**config.mk**
```make
export PLATFORM = sky130hd
export DESIGN_NAME = cmg_scale_out
export DESIGN_NICKNAME = d
export VERILOG_FILES = /design/src/sv/cmg_pkg.sv /design/src/sv/cmg_scale_out.sv
export SDC_FILE = /design/constraint.sdc
export NUM_CORES = 1
export LEC_CHECK = 0
export BUFFER_PORTS_ARGS = -buffer_cell sky130_fd_sc_hd__buf_2
export CORE_MARGIN = 2
export CORE_UTILIZATION = 40
export CTS_CLUSTER_DIAMETER = 30
export DETAILED_ROUTE_END_ITERATION = 10
export GPL_ROUTABILITY_DRIVEN = 0
export HOLD_SLACK_MARGIN = 0.12
export SETUP_SLACK_MARGIN = 0.02
export SYNTH_ARGS = -nofsm -noshare
export SYNTH_HDL_FRONTEND = slang
export SYNTH_SLANG_ARGS = --single-unit
```
**constraint.sdc**
```tcl
create_clock -name i_clk -period 18.5 [get_ports i_clk]
set_input_delay 0.925 -clock i_clk [delete_from_list [all_inputs] [get_ports i_clk]]
set_output_delay 0.925 -clock i_clk [all_outputs]
set_load 0.02 [all_outputs]
```
**src/sv/cmg_pkg.sv**
```systemverilog
`timescale 1ns / 1ps
// Shared constants, types and the S-curve level table of the edge map core.
package cmg_pkg;

    localparam int MAX_WIDTH  = 2048;
    localparam int FRAC_BITS  = 16;
    localparam int COL_BITS   = $clog2(MAX_WIDTH);
    localparam int WIDTH_BITS = 12;
    localparam int ROW_BITS   = 16;
    localparam int PIX_BITS   = 8;
    localparam int GAIN_BITS  = 8;
    localparam int OUT_BITS   = 8;
    localparam int CFG_IDX_BITS  = 2;
    localparam int CFG_DATA_BITS = 16;

    localparam longint unsigned CUBE_DEN = 64'd16581375;  // 255^3

    localparam logic [WIDTH_BITS-1:0] WIDTH_RESET = WIDTH_BITS'(640);
    localparam logic [ROW_BITS-1:0]   HEIGHT_RESET = ROW_BITS'(480);
    localparam logic [GAIN_BITS-1:0]  GAIN_RESET = GAIN_BITS'(10);

    typedef enum logic [CFG_IDX_BITS-1:0] {
        CFG_FRAME_WIDTH  = 2'd0,
        CFG_FRAME_HEIGHT = 2'd1,
        CFG_EDGE_GAIN    = 2'd2
    } t_cfg_index;

    typedef logic [FRAC_BITS-1:0] t_level;
    typedef t_level [0:255] t_level_lut;

    // Position and neighbour qualifiers of one result, decided at input time.
    typedef struct packed {
        logic [COL_BITS-1:0] column;
        logic [ROW_BITS-1:0] row;
        logic                last;
        logic                left_v;
        logic                right_v;
        logic                above_v;
        logic                below_v;
    } t_item_ctl;

    typedef struct packed {
        t_level              diff;
        logic [COL_BITS-1:0] column;
        logic [ROW_BITS-1:0] row;
        logic                last;
    } t_diff_item;

    // Cubic S-curve: 4x^3 below one half, 1 + 4(x-1)^3 above, rounded half up.
    function automatic t_level_lut build_level_lut();
        t_level_lut      lut;
        longint unsigned q;
        longint unsigned num;
        longint unsigned t;
        longint unsigned one;
        one = 64'd1 << FRAC_BITS;
        for (int p = 0; p < 256; p++) begin
            q   = (p <= 127) ? longint'(p) : longint'(255 - p);
            num = ((64'd4 * q * q * q) << FRAC_BITS) + CUBE_DEN / 2;
            t   = num / CUBE_DEN;
            if (p > 127) begin
                t = one - t;
                if (t >= one) begin
                    t = one - 1;
                end
            end
            lut[p] = t[FRAC_BITS-1:0];
        end
        return lut;
    endfunction

    localparam t_level_lut LEVEL_LUT = build_level_lut();

endpackage

```
**src/sv/cmg_scale_out.sv**
```systemverilog
`timescale 1ns / 1ps
// Output stage: gain scaling, rounding, saturation and the result register.
module cmg_scale_out (
    input  logic                           i_clk,
    input  logic                           i_rst_n,
    input  logic                           i_valid,
    input  cmg_pkg::t_diff_item            i_item,
    input  logic [cmg_pkg::GAIN_BITS-1:0]  i_gain,
    input  logic                           i_out_ready,
    output logic                           o_free,
    output logic                           o_out_valid,
    output logic [cmg_pkg::OUT_BITS-1:0]   o_edge_level,
    output logic [cmg_pkg::COL_BITS-1:0]   o_column,
    output logic [cmg_pkg::ROW_BITS-1:0]   o_row_index,
    output logic                           o_frame_last
);

    localparam int GD_BITS  = cmg_pkg::GAIN_BITS + cmg_pkg::FRAC_BITS;
    localparam int SC_BITS  = GD_BITS + 9;
    localparam int SH_BITS  = SC_BITS - cmg_pkg::FRAC_BITS;
    localparam logic [SC_BITS-1:0] ROUND_HALF = SC_BITS'(1) << (cmg_pkg::FRAC_BITS - 1);
    localparam logic [SH_BITS-1:0] SAT_MAX = SH_BITS'((1 << cmg_pkg::OUT_BITS) - 1);

    logic [GD_BITS-1:0]          gd;
    logic [SC_BITS-1:0]          scaled;
    logic [SH_BITS-1:0]          shifted;
    logic [cmg_pkg::OUT_BITS-1:0] n_level;

    logic                         r_valid;
    logic [cmg_pkg::OUT_BITS-1:0] r_level;
    logic [cmg_pkg::COL_BITS-1:0] r_column;
    logic [cmg_pkg::ROW_BITS-1:0] r_row;
    logic                         r_last;

    assign o_free = !r_valid || i_out_ready;

    always_comb begin
        gd = GD_BITS'(i_gain) * GD_BITS'(i_item.diff);
        // times 255 as a shift and subtract, then round half up
        scaled  = ({1'b0, gd, 8'b0} - {9'b0, gd}) + ROUND_HALF;
        shifted = scaled[SC_BITS-1:cmg_pkg::FRAC_BITS];
        n_level = (shifted > SAT_MAX) ? SAT_MAX[cmg_pkg::OUT_BITS-1:0]
                                      : shifted[cmg_pkg::OUT_BITS-1:0];
    end

    always_ff @(posedge i_clk) begin
        if (!i_rst_n) begin
            r_valid <= 1'b0;
        end else if (o_free) begin
            r_valid <= i_valid;
        end
    end

    always_ff @(posedge i_clk) begin
        if (o_free) begin
            r_level  <= n_level;
            r_column <= i_item.column;
            r_row    <= i_item.row;
            r_last   <= i_item.last;
        end
    end

    assign o_out_valid  = r_valid;
    assign o_edge_level = r_level;
    assign o_column     = r_column;
    assign o_row_index  = r_row;
    assign o_frame_last = r_last;

endmodule

```
==> impl_results.md <==
* Status: complete, no violations
* Grt total ovfl at 0
* DR vias at 5066
* DR iter-0 viols at roughly 300
* Cell taking the most area after synthesis: fa_1
* Row Count at 46
* Slew margin rel. at 54.2%
* Largest net degree at the start of global routing at 38
* Post-CTS sizing at 0
* Via density at around 5.1
* EDFF count, synth at 36
* Layout cells sized above 1 at 15.0%
* Final number of hold-violating endpoints at 0
* CP peak stage delay at between 0.6 and 0.7 ns
* CTS H-tree depth at 2
* Reg-to-reg setup timing slack at about 17 ns
* RSZ-0062 raised after global routing: false
* Worst path top cell family by delay: compound AO/OA/AOI/OAI gates
* Reg clk slew, reported paths at about 0.050 ns
* Number of buffers added for setup after CTS at 0
* Period utilization at ~48%
* Starting Density at between 40% and 50%
* Worst hold endpoint: o_row_index[3]
* Post-Syn Nets at around 900
* Final Cell Area at 7390 um2
* Hold Path Class: in -> reg
* Fin crit period at just under 9 ns
* Worst-path fanout max at 16
* Library cells used by synthesis at 64
* Maximum clock rate at 112 MHz
* Non-filler cells in the finished layout at 1001
* Total Die Area at approximately 18000 um2
* Placed cell count at 994
* Antenna diodes at 0
* Count of port buffers added during placement at 93
* Yosys reg bits at 37
* # clock sinks at 37
* Post-route antenna net violation count at 0
* Hold Path Cell Cnt at 1
* Hold Startpoint: i_item[4]
* Die Y at ~130 um
* Fillers at roughly 1600
* Commonest non-fill, non-tap cell in the layout: inv_1
* Longest Clk Path Bufs at 2
* Most frequent cell on the critical path: fa_1
* HPWL after DPL at between 10 and 15 mm
* Mapped Cells at roughly 700
* Worst r2r src: o_out_valid
* Syn Std Cell Area at 6590 um2
* Nets at about 1000
* # DRC at 0
* Critical Path RT at 18.49 ns
* Most frequent cells in the layout: inv_1 (115), and2_1 (106), buf_2 (93)
* Syn. warnings at 0
* GRT Overall Usage at between 10% and 20%
* CTS root buf: clkbuf_16
* Final setup vio count at 0
* Core Area at 16000 um2
* First-pass GRT wire length at roughly 24 mm
* Initial antenna violation count at 0
* Synth async-reset ratio at 0%
* Top cell type's share of synthesized area at 25.5%
* Drt first pass iters at 6
* CTS tree: done
* Placement Cell Area at 7260 um2
* Routed wire length at about 14 mm
* Post-CTS Hold Buffers at 0
* Vias in the first global route at roughly 4900
* Worst Path Buf+Inv at 3
* Syn_area_per_cell at roughly 9.5 um2
* Most used DFF post-synth: edfxtp_1
* Worst Reg2Reg Path Length in Cells at 2
* Worst Tran Pin Value at slightly below 0.7 ns
* Area Overhead vs Synth at 12.2%
* Max-slew violations at 0
* Synth area leaders: fa_1 (26%), edfxtp_1 (16%), ha_1 (14%)
* Max-cap violation count at 0
* I/O Pins at 94
* Register area share after synthesis at 16.7%
* Die X at 132 um
* Crit path DAT at around 9 ns
* Setup TNS at 0 ns
* Critical path type: in -> reg
* Clk_skew at around 0.0017 ns
* Clk_lat worst skew at approximately 0.27 ns
* Cts bufs inserted at 5
* R2r endpoint: o_column[8]
* Worst setup EP type: flip-flop
* Mean routed wirelength per cell at 14.1 um
* Slowest stage cell, crit path: a211oi_1
* Startpoint types: primary input
-- synthesized netlist by cell type, types with 2 or more instances --
cell       number
fa_1           84
xnor2_2         2
o21ai_0        23
nand3_1         6
and3_1          3
nor3_1          4
a31oi_1         3
clkbuf_1        9
and4_1          2
ha_1           76
o22ai_1         2
and2_1        106
nand2_1        54
xor2_1         18
nand4_1        10
a21boi_0        2
o21a_1          3
a21oi_1        39
nor2b_1         2
nand2b_1        3
a2111oi_0       2
a21o_1          5
buf_6           2
a211oi_1        2
nor2_1         23
o31ai_1         5
o21bai_1        4
nand3b_1        2
xnor2_1        11
a21o_2          2
o2111ai_1       3
inv_1         115
edfxtp_1       36
a211o_1         3
-- flip-flops by register name, summed over array words and instances (netlist names) --
name	flops
o_out_valid	1
o_column	11
o_row_index	16
o_frame_last	1
o_edge_level	8
-- worst max-delay path by stage --
stage          startpoint              end  cells past startpoint
2_1_floorplan   i_gain[7]  o_edge_level[4]                     29
3_3_place_gp    i_gain[5]  o_edge_level[4]                     28
3_5_place_dp    i_gain[6]  o_edge_level[5]                     28
4_1_cts         i_gain[5]  o_edge_level[5]                     28
5_1_grt         i_gain[7]  o_edge_level[4]                     28
6_report        i_gain[6]  o_edge_level[5]                     28
-- cell type report --
| class | instances | area, um2 | share of cell area, % |
|---|---|---|---|
| multi-input cells | 531 | 4970 | 67.3 |
| flip-flops and latches | 37 | 1100 | 14.9 |
| repair buffers | 94 | 473 | 6.40 |
| inverters | 116 | 440 | 5.96 |
| well taps | 216 | 270 | 3.66 |
| clock buffers | 6 | 129 | 1.74 |
| clock inverters | 1 | 3.75 | 0.0508 |
-- routing by layer --
metal  vias to the layer above  share of wire (%)  track usage (%)
met5                         -                  0                0
met4                         0               0.65             2.33
met3                         8                2.4             1.50
met2                        75                 49             27.7
met1                      2494                 48             24.2
li1                       2489                  -                -
-- logic make-up (layout without fill, tap and decap cells) --
| group | after synthesis | in the layout | share of synthesized area (%) |
|---|---|---|---|
| buf+inv | 128 | 217 | 7.75 |
| compound gates | 112 | 112 | 11.7 |
| xor+xnor | 33 | 33 | 5.02 |
| fa+ha+maj | 160 | 160 | 40.0 |
| simple gates | 225 | 225 | 18.6 |
| mux | 1 | 1 | 0.228 |
| flops | 37 | 37 | 16.7 |
-- stage by stage --
stage | hold WS (ns) | setup slack (ns) | utilization (%)
CTS | 0.817 | 9.58 | 46.2
detailed placement | 0.957 | 9.32 | 45.4
finish | 0.824 | 9.57 | 46.2
floorplan | 1.02 | 10.23 | -
global placement | 0.955 | 9.36 | 45.4
global route | 0.813 | 8.96 | 46.2
Power is left out: the tool's default activity adds up to more than one toggle a clock period on the data nets, which glitch-free logic cannot reach.
