File: config.mk
export PLATFORM = sky130hd
export DESIGN_NAME = cmg_diff_stage
export DESIGN_NICKNAME = d
export VERILOG_FILES = /design/src/sv/cmg_pkg.sv /design/src/sv/cmg_diff_stage.sv
export SDC_FILE = /design/constraint.sdc
export NUM_CORES = 1
export LEC_CHECK = 0
export BUFFER_PORTS_ARGS = -buffer_cell sky130_fd_sc_hd__buf_2
export CAP_MARGIN = 20
export CORE_ASPECT_RATIO = 1.75
export CORE_MARGIN = 2
export CORE_UTILIZATION = 35
export CTS_CLUSTER_DIAMETER = 40
export DETAILED_ROUTE_END_ITERATION = 8
export GPL_ROUTABILITY_DRIVEN = 0
export MAX_ROUTING_LAYER = met4
export SLEW_MARGIN = 20
export SYNTH_ARGS = -nofsm -noshare
export SYNTH_HDL_FRONTEND = slang
export SYNTH_SLANG_ARGS = --single-unit
File: constraint.sdc
create_clock -name i_clk -period 11.45 [get_ports i_clk]
set_clock_uncertainty 0.05 [all_clocks]
set_input_delay 2.29 -clock i_clk [delete_from_list [all_inputs] [get_ports i_clk]]
set_output_delay 2.29 -clock i_clk [all_outputs]
set_load 0.005 [all_outputs]
File: src/sv/cmg_pkg.sv
`timescale 1ns / 1ps
// Shared constants, types and the S-curve level table of the edge map core.
package cmg_pkg;

    localparam int MAX_WIDTH  = 2048;
    localparam int FRAC_BITS  = 16;
    localparam int COL_BITS   = $clog2(MAX_WIDTH);
    localparam int WIDTH_BITS = 12;
    localparam int ROW_BITS   = 16;
    localparam int PIX_BITS   = 8;
    localparam int GAIN_BITS  = 8;
    localparam int OUT_BITS   = 8;
    localparam int CFG_IDX_BITS  = 2;
    localparam int CFG_DATA_BITS = 16;

    localparam longint unsigned CUBE_DEN = 64'd16581375;  // 255^3

    localparam logic [WIDTH_BITS-1:0] WIDTH_RESET = WIDTH_BITS'(640);
    localparam logic [ROW_BITS-1:0]   HEIGHT_RESET = ROW_BITS'(480);
    localparam logic [GAIN_BITS-1:0]  GAIN_RESET = GAIN_BITS'(10);

    typedef enum logic [CFG_IDX_BITS-1:0] {
        CFG_FRAME_WIDTH  = 2'd0,
        CFG_FRAME_HEIGHT = 2'd1,
        CFG_EDGE_GAIN    = 2'd2
    } t_cfg_index;

    typedef logic [FRAC_BITS-1:0] t_level;
    typedef t_level [0:255] t_level_lut;

    // Position and neighbour qualifiers of one result, decided at input time.
    typedef struct packed {
        logic [COL_BITS-1:0] column;
        logic [ROW_BITS-1:0] row;
        logic                last;
        logic                left_v;
        logic                right_v;
        logic                above_v;
        logic                below_v;
    } t_item_ctl;

    typedef struct packed {
        t_level              diff;
        logic [COL_BITS-1:0] column;
        logic [ROW_BITS-1:0] row;
        logic                last;
    } t_diff_item;

    // Cubic S-curve: 4x^3 below one half, 1 + 4(x-1)^3 above, rounded half up.
    function automatic t_level_lut build_level_lut();
        t_level_lut      lut;
        longint unsigned q;
        longint unsigned num;
        longint unsigned t;
        longint unsigned one;
        one = 64'd1 << FRAC_BITS;
        for (int p = 0; p < 256; p++) begin
            q   = (p <= 127) ? longint'(p) : longint'(255 - p);
            num = ((64'd4 * q * q * q) << FRAC_BITS) + CUBE_DEN / 2;
            t   = num / CUBE_DEN;
            if (p > 127) begin
                t = one - t;
                if (t >= one) begin
                    t = one - 1;
                end
            end
            lut[p] = t[FRAC_BITS-1:0];
        end
        return lut;
    endfunction

    localparam t_level_lut LEVEL_LUT = build_level_lut();

endpackage

File: src/sv/cmg_diff_stage.sv
`timescale 1ns / 1ps
// Window stage: largest absolute difference between centre and its four neighbours.
module cmg_diff_stage (
    input  logic                 i_clk,
    input  logic                 i_rst_n,
    input  logic                 i_accept,
    input  logic                 i_emit,
    input  cmg_pkg::t_item_ctl   i_ctl,
    input  cmg_pkg::t_level      i_level,
    input  cmg_pkg::t_level      i_centre,
    input  cmg_pkg::t_level      i_right,
    input  cmg_pkg::t_level      i_above,
    input  cmg_pkg::t_level      i_left,
    input  logic                 i_next_free,
    output logic                 o_free,
    output logic                 o_valid,
    output cmg_pkg::t_diff_item  o_item
);

    logic                r_a_valid;
    cmg_pkg::t_item_ctl  r_a_ctl;
    cmg_pkg::t_level     r_a_level;
    logic                r_b_valid;
    cmg_pkg::t_diff_item r_b_item, n_b_item;
    logic                b_free;

    cmg_pkg::t_level n_left, n_right, n_above, n_below;
    cmg_pkg::t_level d_left, d_right, d_above, d_below, d_lr, d_ab;

    function automatic cmg_pkg::t_level abs_diff(cmg_pkg::t_level a, cmg_pkg::t_level b);
        return (a > b) ? (a - b) : (b - a);
    endfunction

    assign b_free = !r_b_valid || i_next_free;
    assign o_free = !r_a_valid || b_free;

    always_comb begin
        // drop neighbours outside the frame
        n_left  = r_a_ctl.left_v  ? i_left    : '0;
        n_right = r_a_ctl.right_v ? i_right   : '0;
        n_above = r_a_ctl.above_v ? i_above   : '0;
        n_below = r_a_ctl.below_v ? r_a_level : '0;
        d_left  = abs_diff(i_centre, n_left);
        d_right = abs_diff(i_centre, n_right);
        d_above = abs_diff(i_centre, n_above);
        d_below = abs_diff(i_centre, n_below);
        d_lr    = (d_right > d_left) ? d_right : d_left;
        d_ab    = (d_below > d_above) ? d_below : d_above;
        n_b_item.diff   = (d_ab > d_lr) ? d_ab : d_lr;
        n_b_item.column = r_a_ctl.column;
        n_b_item.row    = r_a_ctl.row;
        n_b_item.last   = r_a_ctl.last;
    end

    always_ff @(posedge i_clk) begin
        if (!i_rst_n) begin
            r_a_valid <= 1'b0;
            r_b_valid <= 1'b0;
        end else begin
            if (i_accept) begin
                r_a_valid <= i_emit;
            end else if (b_free) begin
                r_a_valid <= 1'b0;
            end
            if (b_free) begin
                r_b_valid <= r_a_valid;
            end
        end
    end

    always_ff @(posedge i_clk) begin
        if (i_accept) begin
            r_a_ctl   <= i_ctl;
            r_a_level <= i_level;
        end
        if (b_free) begin
            r_b_item <= n_b_item;
        end
    end

    assign o_valid = r_b_valid;
    assign o_item  = r_b_item;

endmodule

==> results.sh <==
export IMPL_ant_nets=0
export IMPL_htreeDepth=3
export IMPL_min_path_type="flop to flop"
export IMPL_synth_top_area_cell="edfxtp_1"
export IMPL_ys_top_cells_by_area="edfxtp_1 (25%), ha_1 (20%), a21oi_1 (5.4%), mux2i_1 (5.2%), inv_1 (5.0%)"
export IMPL_critical_path_top_delay_family="compound AO/OA/AOI/OAI gates"
export IMPL_cap_viol_max_count=0
export IMPL_start_util=0.352
export IMPL_critPathBufInv=4
export IMPL_power_mw=2.26
export IMPL_required_ns=11.53
export IMPL_port_buffer_count=162
export IMPL_slew_violations=0
export IMPL_wl_met2_mm=18.0
export IMPL_dr_pass1_iters=5
export IMPL_wl_per_cell_um=20.2
export IMPL_synth_main_ff_cell="edfxtp_1"
export IMPL_hpwlAfterDp_mm=30.0
export IMPL_gr_usage_all_layers=0.222
export IMPL_dieWidth_um=138
export IMPL_crit_slowest_cell="a31oi_2"
export IMPL_syn_inst=1259
export IMPL_cts_resized=0
export IMPL_max_slew_margin=0.276
export IMPL_fmax_mhz=100
export IMPL_dp_cells=1771
export IMPL_powerDensity_nw_per_um2=181
export IMPL_fin_setup_tns_ns=0
export IMPL_cts_inserted_buffers=9
export IMPL_worstSetupPathType="input port to flop"
export IMPL_syn_area_per_cell_um2=8.76
export IMPL_p_sw_frac=0.454
export IMPL_fin_area_um2=12500
export IMPL_drt_iter0_markers=808
export IMPL_setup_violations=0
export IMPL_clock_power_share=0.136
export IMPL_io_pins=163
export IMPL_ir_drop_mv=0.145
export IMPL_hold_violations=0
export IMPL_tightest_slew_ns=1.09
export IMPL_min_period_ns=10.00
export IMPL_clock_latency_ns=0.38
export IMPL_synthToLayoutAreaGrowth_pct=13.0
export IMPL_core_area_um2=31300
export IMPL_grt_start_max_net_pins=51
export IMPL_seqPwrFrac=0.215
export IMPL_antennaDiodeCount=0
export IMPL_netlist_area_um2=11000
export IMPL_p_leak_nw=6.22
export IMPL_postCtsSetupBuffers=0
export IMPL_cts_sinks=94
export IMPL_r2r_slack_ns=3.00
export IMPL_layout_commonest_cell="ha_1"
export IMPL_status="completed"
export IMPL_critPathMaxFanout=18
export IMPL_clockBufferDepth=2
export IMPL_cp_arrival_ns=10.08
export IMPL_cts_hold_buf=0
export IMPL_p_sw_mw=1.02
export IMPL_overflow=0
export IMPL_async_reset_ff_frac=0
export IMPL_ys_warn_count=0
export IMPL_die_h_um=239
export IMPL_synth_seq_cells=94
export IMPL_wl_met1_mm=13.3
export IMPL_row_count=86
export IMPL_synth_fp_nets=1558
export IMPL_cp_end_kind="flop"
export IMPL_grt_first_pass_wirelength_mm=54.9
export IMPL_rsz0062_at_grt="false"
export IMPL_nNetsFinal=1685
export IMPL_grt_pass1_vias=10081
export IMPL_wl_mm=36.1
export IMPL_slowest_delay_ns=0.70
export IMPL_synth_edf_count=92
export IMPL_ys_seq_area_frac=0.254
export IMPL_top_layer_used="met4"
export IMPL_yosysUniqueCellTypes=69
export IMPL_synth_top_area_share=0.251
export IMPL_cts_tree="yes"
export IMPL_stdcell_count=1787
export IMPL_vias=10047
export IMPL_cp_start_kind="input port"
export IMPL_drive_above_1_share=0.157
export IMPL_place_area_um2=12200
export IMPL_clkTransAtPathRegs_ns=0.08
export IMPL_mostFrequentLayoutCells="ha_1 (174), buf_2 (162), inv_1 (145)"
export IMPL_antenna_found_initial=0
export IMPL_wl_met3_mm=1.58
export IMPL_min_period_over_period=0.874
export IMPL_drc=0
export IMPL_die_area_um2=33000
export IMPL_vias_per_cell=5.62
export IMPL_internal_power_mw=1.23
export IMPL_cts_root_buf="clkbuf_16"
export IMPL_p_comb_frac=0.648
synth_stat cells (13+ instances only):
cell	count
a211oi_1	15
a21o_1	55
a21oi_1	119
and3_1	13
buf_2	25
clkbuf_1	26
edfxtp_1	92
ha_1	174
inv_1	146
mux2_2	13
mux2i_1	57
nand2_1	122
nand2b_1	13
nand3_1	30
nand4_1	25
nor2_1	33
nor2b_1	14
o21a_1	15
o21ai_0	50
xnor2_1	36
xor2_1	21
flip-flops by register name, indices dropped and copies added (netlist names):
| name | count |
|---|---|
| r_a_level | 16 |
| o_item | 44 |
| r_a_ctl | 4 |
| o_valid | 1 |
| r_a_valid | 1 |
| n_b_item | 28 |
worst register-to-register path: cells and delay by family, from the launching register on:
kind | cells | cell delay, ns
AOI/OAI and AO/OA | 15 | 3.37
buffers and inverters | 6 | 0.94
xor gates and xnor gates | 1 | 0.33
adders and majority gates | 4 | 1.09
DFF | 1 | 0.71
and+or+nand+nor | 7 | 1.35
muxes | 1 | 0.38
worst paths after layout:
| path | end | from | cells after the start |
|---|---|---|---|
| worst max-delay path | o_item[32]$_DFFE_PP_ | i_centre[4] | 33 |
| worst min-delay path | o_item[21]$_DFFE_PP_ | n_b_item[21]$_DFFE_PP_ | 0 |
| worst max register to register | o_item[32]$_DFFE_PP_ | r_a_ctl[0]$_DFFE_PP_ | 34 |
| worst min register to register | o_item[21]$_DFFE_PP_ | n_b_item[21]$_DFFE_PP_ | 0 |
cells by family (layout without fill, tap and decap cells):
group,count (synthesis),in the layout,share of synthesized area
buffers and inverters,198,330,0.0709
flip-flops,94,94,0.254
AND/OR/NAND/NOR,296,296,0.133
XOR/XNOR,57,57,0.0453
AO/OA/AOI/OAI,360,360,0.217
multiplexers,71,71,0.0671
adder cells (fa/ha/maj),183,183,0.213
per-stage QoR:
step | util | setup slack [ns] | hold WS (ns)
finish | 0.398 | 1.45 | 0.358
global route | 0.398 | 0.935 | 0.371
CTS | 0.398 | 1.51 | 0.359
detailed placement | 0.388 | 1.13 | 0.355
global placement | 0.388 | 1.20 | 0.351
floorplan | - | 2.47 | 0.350
cell type report:
type	instances	area, µm²
Tap cell	396	495
Fill cell	3172	18800
Sequential cell	94	2800
Multi-Input combinational cell	967	7460
Inverter	146	548
Timing Repair Buffer	168	856
Clock buffer	9	225
Clock inverter	7	80.1
power groups by stage:
stage / registers [mW] / logic, mW / clock network (mW)
2_1_floorplan: 0.494 / 1.03 / 0
3_3_place_gp: 0.493 / 1.42 / 0
3_5_place_dp: 0.494 / 1.45 / 0
4_1_cts: 0.487 / 1.46 / 0.319
5_1_grt: 0.491 / 1.61 / 0.332
6_report: 0.485 / 1.46 / 0.308
layer usage:
layer  up-vias  global-route usage
met2       394               0.389
li1       4811                   -
met3       124              0.0317
met5         -                   -
met1      4718               0.222
met4         0               0.169
Power figures use the tool's default switching activity.
