$ cat src/sv/cmg_pkg.sv
`timescale 1ns / 1ps
// Shared constants, types and the S-curve level table of the edge map core.
package cmg_pkg;

    localparam int MAX_WIDTH  = 2048;
    localparam int FRAC_BITS  = 16;
    localparam int COL_BITS   = $clog2(MAX_WIDTH);
    localparam int WIDTH_BITS = 12;
    localparam int ROW_BITS   = 16;
    localparam int PIX_BITS   = 8;
    localparam int GAIN_BITS  = 8;
    localparam int OUT_BITS   = 8;
    localparam int CFG_IDX_BITS  = 2;
    localparam int CFG_DATA_BITS = 16;

    localparam longint unsigned CUBE_DEN = 64'd16581375;  // 255^3

    localparam logic [WIDTH_BITS-1:0] WIDTH_RESET = WIDTH_BITS'(640);
    localparam logic [ROW_BITS-1:0]   HEIGHT_RESET = ROW_BITS'(480);
    localparam logic [GAIN_BITS-1:0]  GAIN_RESET = GAIN_BITS'(10);

    typedef enum logic [CFG_IDX_BITS-1:0] {
        CFG_FRAME_WIDTH  = 2'd0,
        CFG_FRAME_HEIGHT = 2'd1,
        CFG_EDGE_GAIN    = 2'd2
    } t_cfg_index;

    typedef logic [FRAC_BITS-1:0] t_level;
    typedef t_level [0:255] t_level_lut;

    // Position and neighbour qualifiers of one result, decided at input time.
    typedef struct packed {
        logic [COL_BITS-1:0] column;
        logic [ROW_BITS-1:0] row;
        logic                last;
        logic                left_v;
        logic                right_v;
        logic                above_v;
        logic                below_v;
    } t_item_ctl;

    typedef struct packed {
        t_level              diff;
        logic [COL_BITS-1:0] column;
        logic [ROW_BITS-1:0] row;
        logic                last;
    } t_diff_item;

    // Cubic S-curve: 4x^3 below one half, 1 + 4(x-1)^3 above, rounded half up.
    function automatic t_level_lut build_level_lut();
        t_level_lut      lut;
        longint unsigned q;
        longint unsigned num;
        longint unsigned t;
        longint unsigned one;
        one = 64'd1 << FRAC_BITS;
        for (int p = 0; p < 256; p++) begin
            q   = (p <= 127) ? longint'(p) : longint'(255 - p);
            num = ((64'd4 * q * q * q) << FRAC_BITS) + CUBE_DEN / 2;
            t   = num / CUBE_DEN;
            if (p > 127) begin
                t = one - t;
                if (t >= one) begin
                    t = one - 1;
                end
            end
            lut[p] = t[FRAC_BITS-1:0];
        end
        return lut;
    endfunction

    localparam t_level_lut LEVEL_LUT = build_level_lut();

endpackage

$ cat src/sv/cmg_frame_ctrl.sv
`timescale 1ns / 1ps
// Column and row counters, frame geometry latch and final-row flush tracking.
module cmg_frame_ctrl (
    input  logic                              i_clk,
    input  logic                              i_rst_n,
    input  logic                              i_accept,
    input  logic [cmg_pkg::WIDTH_BITS-1:0]    i_frame_width,
    input  logic [cmg_pkg::ROW_BITS-1:0]      i_frame_height,
    output logic                              o_emit,
    output logic [cmg_pkg::COL_BITS-1:0]      o_col,
    output cmg_pkg::t_item_ctl                o_ctl
);

    localparam logic [cmg_pkg::WIDTH_BITS-1:0] MAX_W = cmg_pkg::WIDTH_BITS'(cmg_pkg::MAX_WIDTH);
    localparam logic [cmg_pkg::WIDTH_BITS-1:0] ONE_W = cmg_pkg::WIDTH_BITS'(1);
    localparam logic [cmg_pkg::ROW_BITS-1:0]   ONE_H = cmg_pkg::ROW_BITS'(1);

    logic [cmg_pkg::COL_BITS-1:0]   r_col, n_col;
    logic [cmg_pkg::ROW_BITS-1:0]   r_row, n_row;
    logic [cmg_pkg::WIDTH_BITS-1:0] r_w, n_w;
    logic [cmg_pkg::ROW_BITS-1:0]   r_h, n_h;
    logic [cmg_pkg::WIDTH_BITS-1:0] r_pw, n_pw;
    logic [cmg_pkg::ROW_BITS-1:0]   r_ph, n_ph;
    logic                           r_pend, n_pend;

    logic                           first;
    logic [cmg_pkg::WIDTH_BITS-1:0] fw;
    logic [cmg_pkg::ROW_BITS-1:0]   fh;
    logic [cmg_pkg::WIDTH_BITS-1:0] cx_w, cx1, row_w;
    logic [cmg_pkg::ROW_BITS-1:0]   row_h, res_row;
    logic                           emit;

    always_comb begin
        first = (r_col == '0) && (r_row == '0);
        fw = i_frame_width;
        if (fw == '0) begin
            fw = ONE_W;
        end else if (fw > MAX_W) begin
            fw = MAX_W;
        end
        fh = (i_frame_height == '0) ? ONE_H : i_frame_height;
        n_w  = first ? fw : r_w;
        n_h  = first ? fh : r_h;
        cx_w = {1'b0, r_col};
        cx1  = cx_w + ONE_W;

        emit    = 1'b0;
        row_w   = ONE_W;
        row_h   = ONE_H;
        res_row = '0;
        if (r_row != '0) begin
            emit    = 1'b1;
            row_w   = n_w;
            row_h   = n_h;
            res_row = r_row - ONE_H;
        end else if (r_pend && (cx_w < r_pw)) begin
            // flush the final row of the previous frame
            emit    = 1'b1;
            row_w   = r_pw;
            row_h   = r_ph;
            res_row = r_ph - ONE_H;
        end

        n_pend = r_pend;
        if ((r_row == '0) && ((cx1 >= r_pw) || (cx_w == n_w - ONE_W))) begin
            n_pend = 1'b0;
        end
        n_pw  = r_pw;
        n_ph  = r_ph;
        n_col = r_col + cmg_pkg::COL_BITS'(1);
        n_row = r_row;
        if (cx_w == n_w - ONE_W) begin
            n_col = '0;
            if (r_row == n_h - ONE_H) begin
                n_row  = '0;
                n_pw   = n_w;
                n_ph   = n_h;
                n_pend = 1'b1;
            end else begin
                n_row = r_row + ONE_H;
            end
        end
    end

    always_ff @(posedge i_clk) begin
        if (!i_rst_n) begin
            r_col  <= '0;
            r_row  <= '0;
            r_w    <= '0;
            r_h    <= '0;
            r_pw   <= '0;
            r_ph   <= '0;
            r_pend <= 1'b0;
        end else if (i_accept) begin
            r_col  <= n_col;
            r_row  <= n_row;
            r_w    <= n_w;
            r_h    <= n_h;
            r_pw   <= n_pw;
            r_ph   <= n_ph;
            r_pend <= n_pend;
        end
    end

    assign o_emit = emit;
    assign o_col  = r_col;
    assign o_ctl.column  = r_col;
    assign o_ctl.row     = res_row;
    assign o_ctl.last    = (cx_w == row_w - ONE_W) && (res_row == row_h - ONE_H);
    assign o_ctl.left_v  = (r_col != '0);
    assign o_ctl.right_v = (cx1 < row_w);
    assign o_ctl.above_v = (res_row != '0);
    assign o_ctl.below_v = (r_row != '0);

endmodule

$ cat config.mk
export PLATFORM = sky130hd
export DESIGN_NAME = cmg_frame_ctrl
export DESIGN_NICKNAME = d
export VERILOG_FILES = /design/src/sv/cmg_pkg.sv /design/src/sv/cmg_frame_ctrl.sv
export SDC_FILE = /design/constraint.sdc
export NUM_CORES = 1
export LEC_CHECK = 0
export BUFFER_PORTS_ARGS = -buffer_cell sky130_fd_sc_hd__buf_4
export CAP_MARGIN = 25
export CORE_MARGIN = 10
export CORE_UTILIZATION = 31
export CTS_CLUSTER_DIAMETER = 100
export DETAILED_ROUTE_END_ITERATION = 6
export HOLD_SLACK_MARGIN = 0.02
export PLACE_DENSITY = 0.5
export SETUP_SLACK_MARGIN = 0.4
export SLEW_MARGIN = 20
export SYNTH_ARGS = -nofsm -noshare
export SYNTH_HDL_FRONTEND = slang
export SYNTH_SLANG_ARGS = --single-unit
$ cat constraint.sdc
create_clock -name i_clk -period 8.1 [get_ports i_clk]
set_input_delay 0.405 -clock i_clk [delete_from_list [all_inputs] [get_ports i_clk]]
set_output_delay 0.405 -clock i_clk [all_outputs]
set_load 0.01 [all_outputs]
==> reports/qor.csv <==
stage;metric;value;unit
synth;Ys Warns;0;
job;Max-Cap Viols;0;
timing;clock skew;0.0110;ns
timing;Total Neg Setup Slack;0;ns
critical_path;Max Fanout on Critical Path;30;
hold_path;min-delay src;i_frame_height[6];
floorplanning;Row Count;61;
timing;FMAX;0.160;GHz
critical_path;Worst setup SP type;flip-flop;
synth;Mean Syn Cell Area;7.45;µm²
floorplanning;Core ar.;28000;µm²
cells_and_area;Syn-to-layout area delta;10.9;%
global_route;gr busiest metal;met1;
placement;Detail Placement HPWL;25.3;mm
clocking;Clock Latency Late Sink;0.36;ns
timing;minimum clock period;6.24;ns
clocking;H-Tree Depth;3;
critical_path;slowest CP cell;and4_1;
routing;Iter 0 DRT Violations;993;
synth;top-area cell type share of the netlist area;0.190;
synth;Synth Net Count;1266;
synth;ys flop type;dfxtp_1;
global_route;GRT Overall Usage;0.181;
floorplanning;full die area;35800;µm²
power_and_ir_drop;Pwr Total;1.20;mW
floorplanning;starting density of the core;0.317;
floorplanning;Die H;189;µm
routing;DR DRC count;0;
critical_path;R2R Path Start;o_col[6]$_SDFFE_PN0P_;
global_route;routing usage on met3;0.0307;
synth;#FFs+latches synth;84;
critical_path;Setup crit start;o_col[6]$_SDFFE_PN0P_;
clocking;# hold bufs at CTS;0;
timing;period utilization;0.770;
power_and_ir_drop;maximum vdd ir drop;0.0997;mV
critical_path;R2R cell count;16;
global_route;vias in the first global route;8284;
critical_path;R2R Setup Slk;1.86;ns
placement;post-placement cell area;9510;µm²
clocking;Num CTS Buffers;9;
hold_path;Hold Crit Class;in2reg;
clocking;setup bufs post-CTS;0;
cells_and_area;ratio of cells with drive above 1 in the final layout;0.112;
synth;mapped cell area;8870;µm²
outcome;status;completed;
clocking;CTS tree;done;
clocking;clk slew on worst S/H paths;0.07;ns
hold_path;hold path depth;3;
hold_path;Worst Hold End;r_h[6]$_SDFFE_PN0P_;
cells_and_area;Final nets;1268;
critical_path;CP peak stage delay;0.65;ns
cells_and_area;final antenna diode count;0;
routing;Avg WL per Cell;21.1;µm
cells_and_area;post-route cell area;9830;µm²
synth;Post-Synthesis Cells;1190;
critical_path;Req. time, crit path;8.32;ns
timing;worst slew pin tran;1.08;ns
timing;Slew Viols, Final;0;
global_route;largest net degree at the start of global routing;71;
synth;Yosys top cell by area;dfxtp_1;
synth;asr flop ratio synth;0;
placement;PortBufs;74;
critical_path;most frequent CP cell;and4_1;
routing;via count;8848;
critical_path;endpoint class of the critical path;flip-flop;
routing;drt pass-1 iters;5;
clocking;cts repair resizes;0;
synth;post-synthesis sequential area ratio;0.190;
timing;RSZ-0062 raised after global routing;no;
routing;final wirelength;33.3;mm
synth;Cell variety after synth;87;
timing;Setup-failing EPs final;0;
global_route;GR Util met2;0.255;
critical_path;FF-to-FF End;r_row[13]$_SDFFE_PN0P_;
cells_and_area;fill count;3039;
synth;Area contributors post-synth;dfxtp_1, xnor2_1, ha_1;
routing;Post-DRT Antenna Nets;0;
clocking;CTS Buffer Depth;2;
placement;GP Congestion;0.889;
power_and_ir_drop;leakage;3.86;nW
critical_path;crit-path cells;nor4_1 -> and4_1 -> inv_2 -> nor3_2 -> a21oi_1 -> ha_1 -> nor3b_1 -> and3b_1 -> nand3_1 -> o41ai_1 -> or3_1 -> a2111oi_0 -> and4_1 -> buf_4 -> nand2b_1 -> nor2_1;
clocking;Clock Sinks;84;
floorplanning;I/O pin total;75;
power_and_ir_drop;PwrDens;122;nW/µm²
global_route;met1 Usage GRT;0.279;
global_route;antenna violations before repair;0;
timing;Worst slew margin;0.272;
critical_path;critical path type;reg2reg;
synth;EDFF count, synth;0;
global_route;global-route wire length before repair;51.5;mm
clocking;clk root buf;clkbuf_16;
global_route;Overflow after GRT;0;
routing;Avg Vias per Cell;5.62;
critical_path;CP arrival;6.46;ns
timing;final-report hold violation count;0;
floorplanning;Die Wd;189;µm
registers in the layout (all words and copies together), names as in the netlist:
name / flops
r_pend: 1
r_w: 12
r_ph: 16
r_pw: 12
o_col: 11
r_row: 16
r_h: 16
power by group:
part	switching, mW	internal [mW]	total (mW)
Sequential	0.0243	0.422	0.447
Combinational	0.169	0.110	0.279
Clock	0.199	0.279	0.477
Total	0.391	0.811	1.20
cell usage in the layout, fill, tap and decap left out, types with 38 or more instances in the layout:
| master | Yosys | final |
|---|---|---|
| nand2_1 | 128 | 128 |
| buf_4 | 14 | 85 |
| dfxtp_1 | 84 | 84 |
| xnor2_1 | 79 | 79 |
| nor2_1 | 66 | 66 |
| inv_1 | 57 | 57 |
| o21ai_0 | 57 | 57 |
| ha_1 | 45 | 45 |
| mux2i_1 | 41 | 41 |
| xor2_1 | 39 | 39 |
| nor3_1 | 39 | 38 |
worst max-delay path, delay by kind of cell (launching register included):
family          cells  cell delay (ns)
fa+ha+maj           1             0.33
simple gates       10             3.46
flops               1             0.49
buf+inv             2             0.74
compound gates      3             1.02
layer usage:
metal | routed length [µm] | vias up
met5 | 0 | -
met4 | 275 | 0
met3 | 2650 | 17
met2 | 13500 | 343
met1 | 16900 | 4234
li1 | - | 4254
worst max-delay path by stage:
stage	endpoint	slack [ns]
6_report	r_row[13]$_SDFFE_PN0P_	1.86
5_1_grt	r_row[7]$_SDFFE_PN0P_	1.43
4_1_cts	r_row[5]$_SDFFE_PN0P_	1.94
3_5_place_dp	r_row[5]$_SDFFE_PN0P_	1.97
3_3_place_gp	r_row[11]$_SDFFE_PN0P_	1.96
2_1_floorplan	r_ph[10]$_SDFFE_PN0P_	3.27
cell usage after synthesis (all sizes together), types with 35 or more instances:
master    n
buf      45
a21oi    35
mux2i    41
xor2     39
inv      58
o21ai    60
nor3     41
nor2     68
clkbuf   49
ha       45
nand2   129
xnor2    79
dfxtp    84
through the flow:
stage          hold WS, ns  std cells  utilization  worst slack [ns]
2_1_floorplan        0.479       1190            -              3.27
3_3_place_gp         0.509       1559        0.339              1.96
3_5_place_dp         0.528       1559        0.339              1.97
4_1_cts              0.325       1575        0.351              1.94
5_1_grt              0.348       1575        0.351              1.43
6_report             0.334       1575        0.351              1.86
logic make-up (layout without fill, tap and decap cells):
family | count (synthesis) | after routing | share of synthesized area
multiplexers | 46 | 46 | 0.0526
AO/OA/AOI/OAI | 264 | 264 | 0.205
flip-flops | 84 | 84 | 0.190
XOR/XNOR | 119 | 119 | 0.119
adder cells (fa/ha/maj) | 45 | 45 | 0.0635
buffers and inverters | 152 | 159 | 0.0786
AND/OR/NAND/NOR | 480 | 480 | 0.291
cell type report:
cell class,count,area (µm²),share of cell area
clock buffer,10,239,0.0243
clock inverter,6,87.6,0.00891
inverter,58,218,0.0221
multi-input combinational,954,6500,0.661
sequential,84,1680,0.171
tap,378,473,0.0481
timing repair buffer,85,638,0.0649
Note: power is estimated with default switching activity, not from simulation.
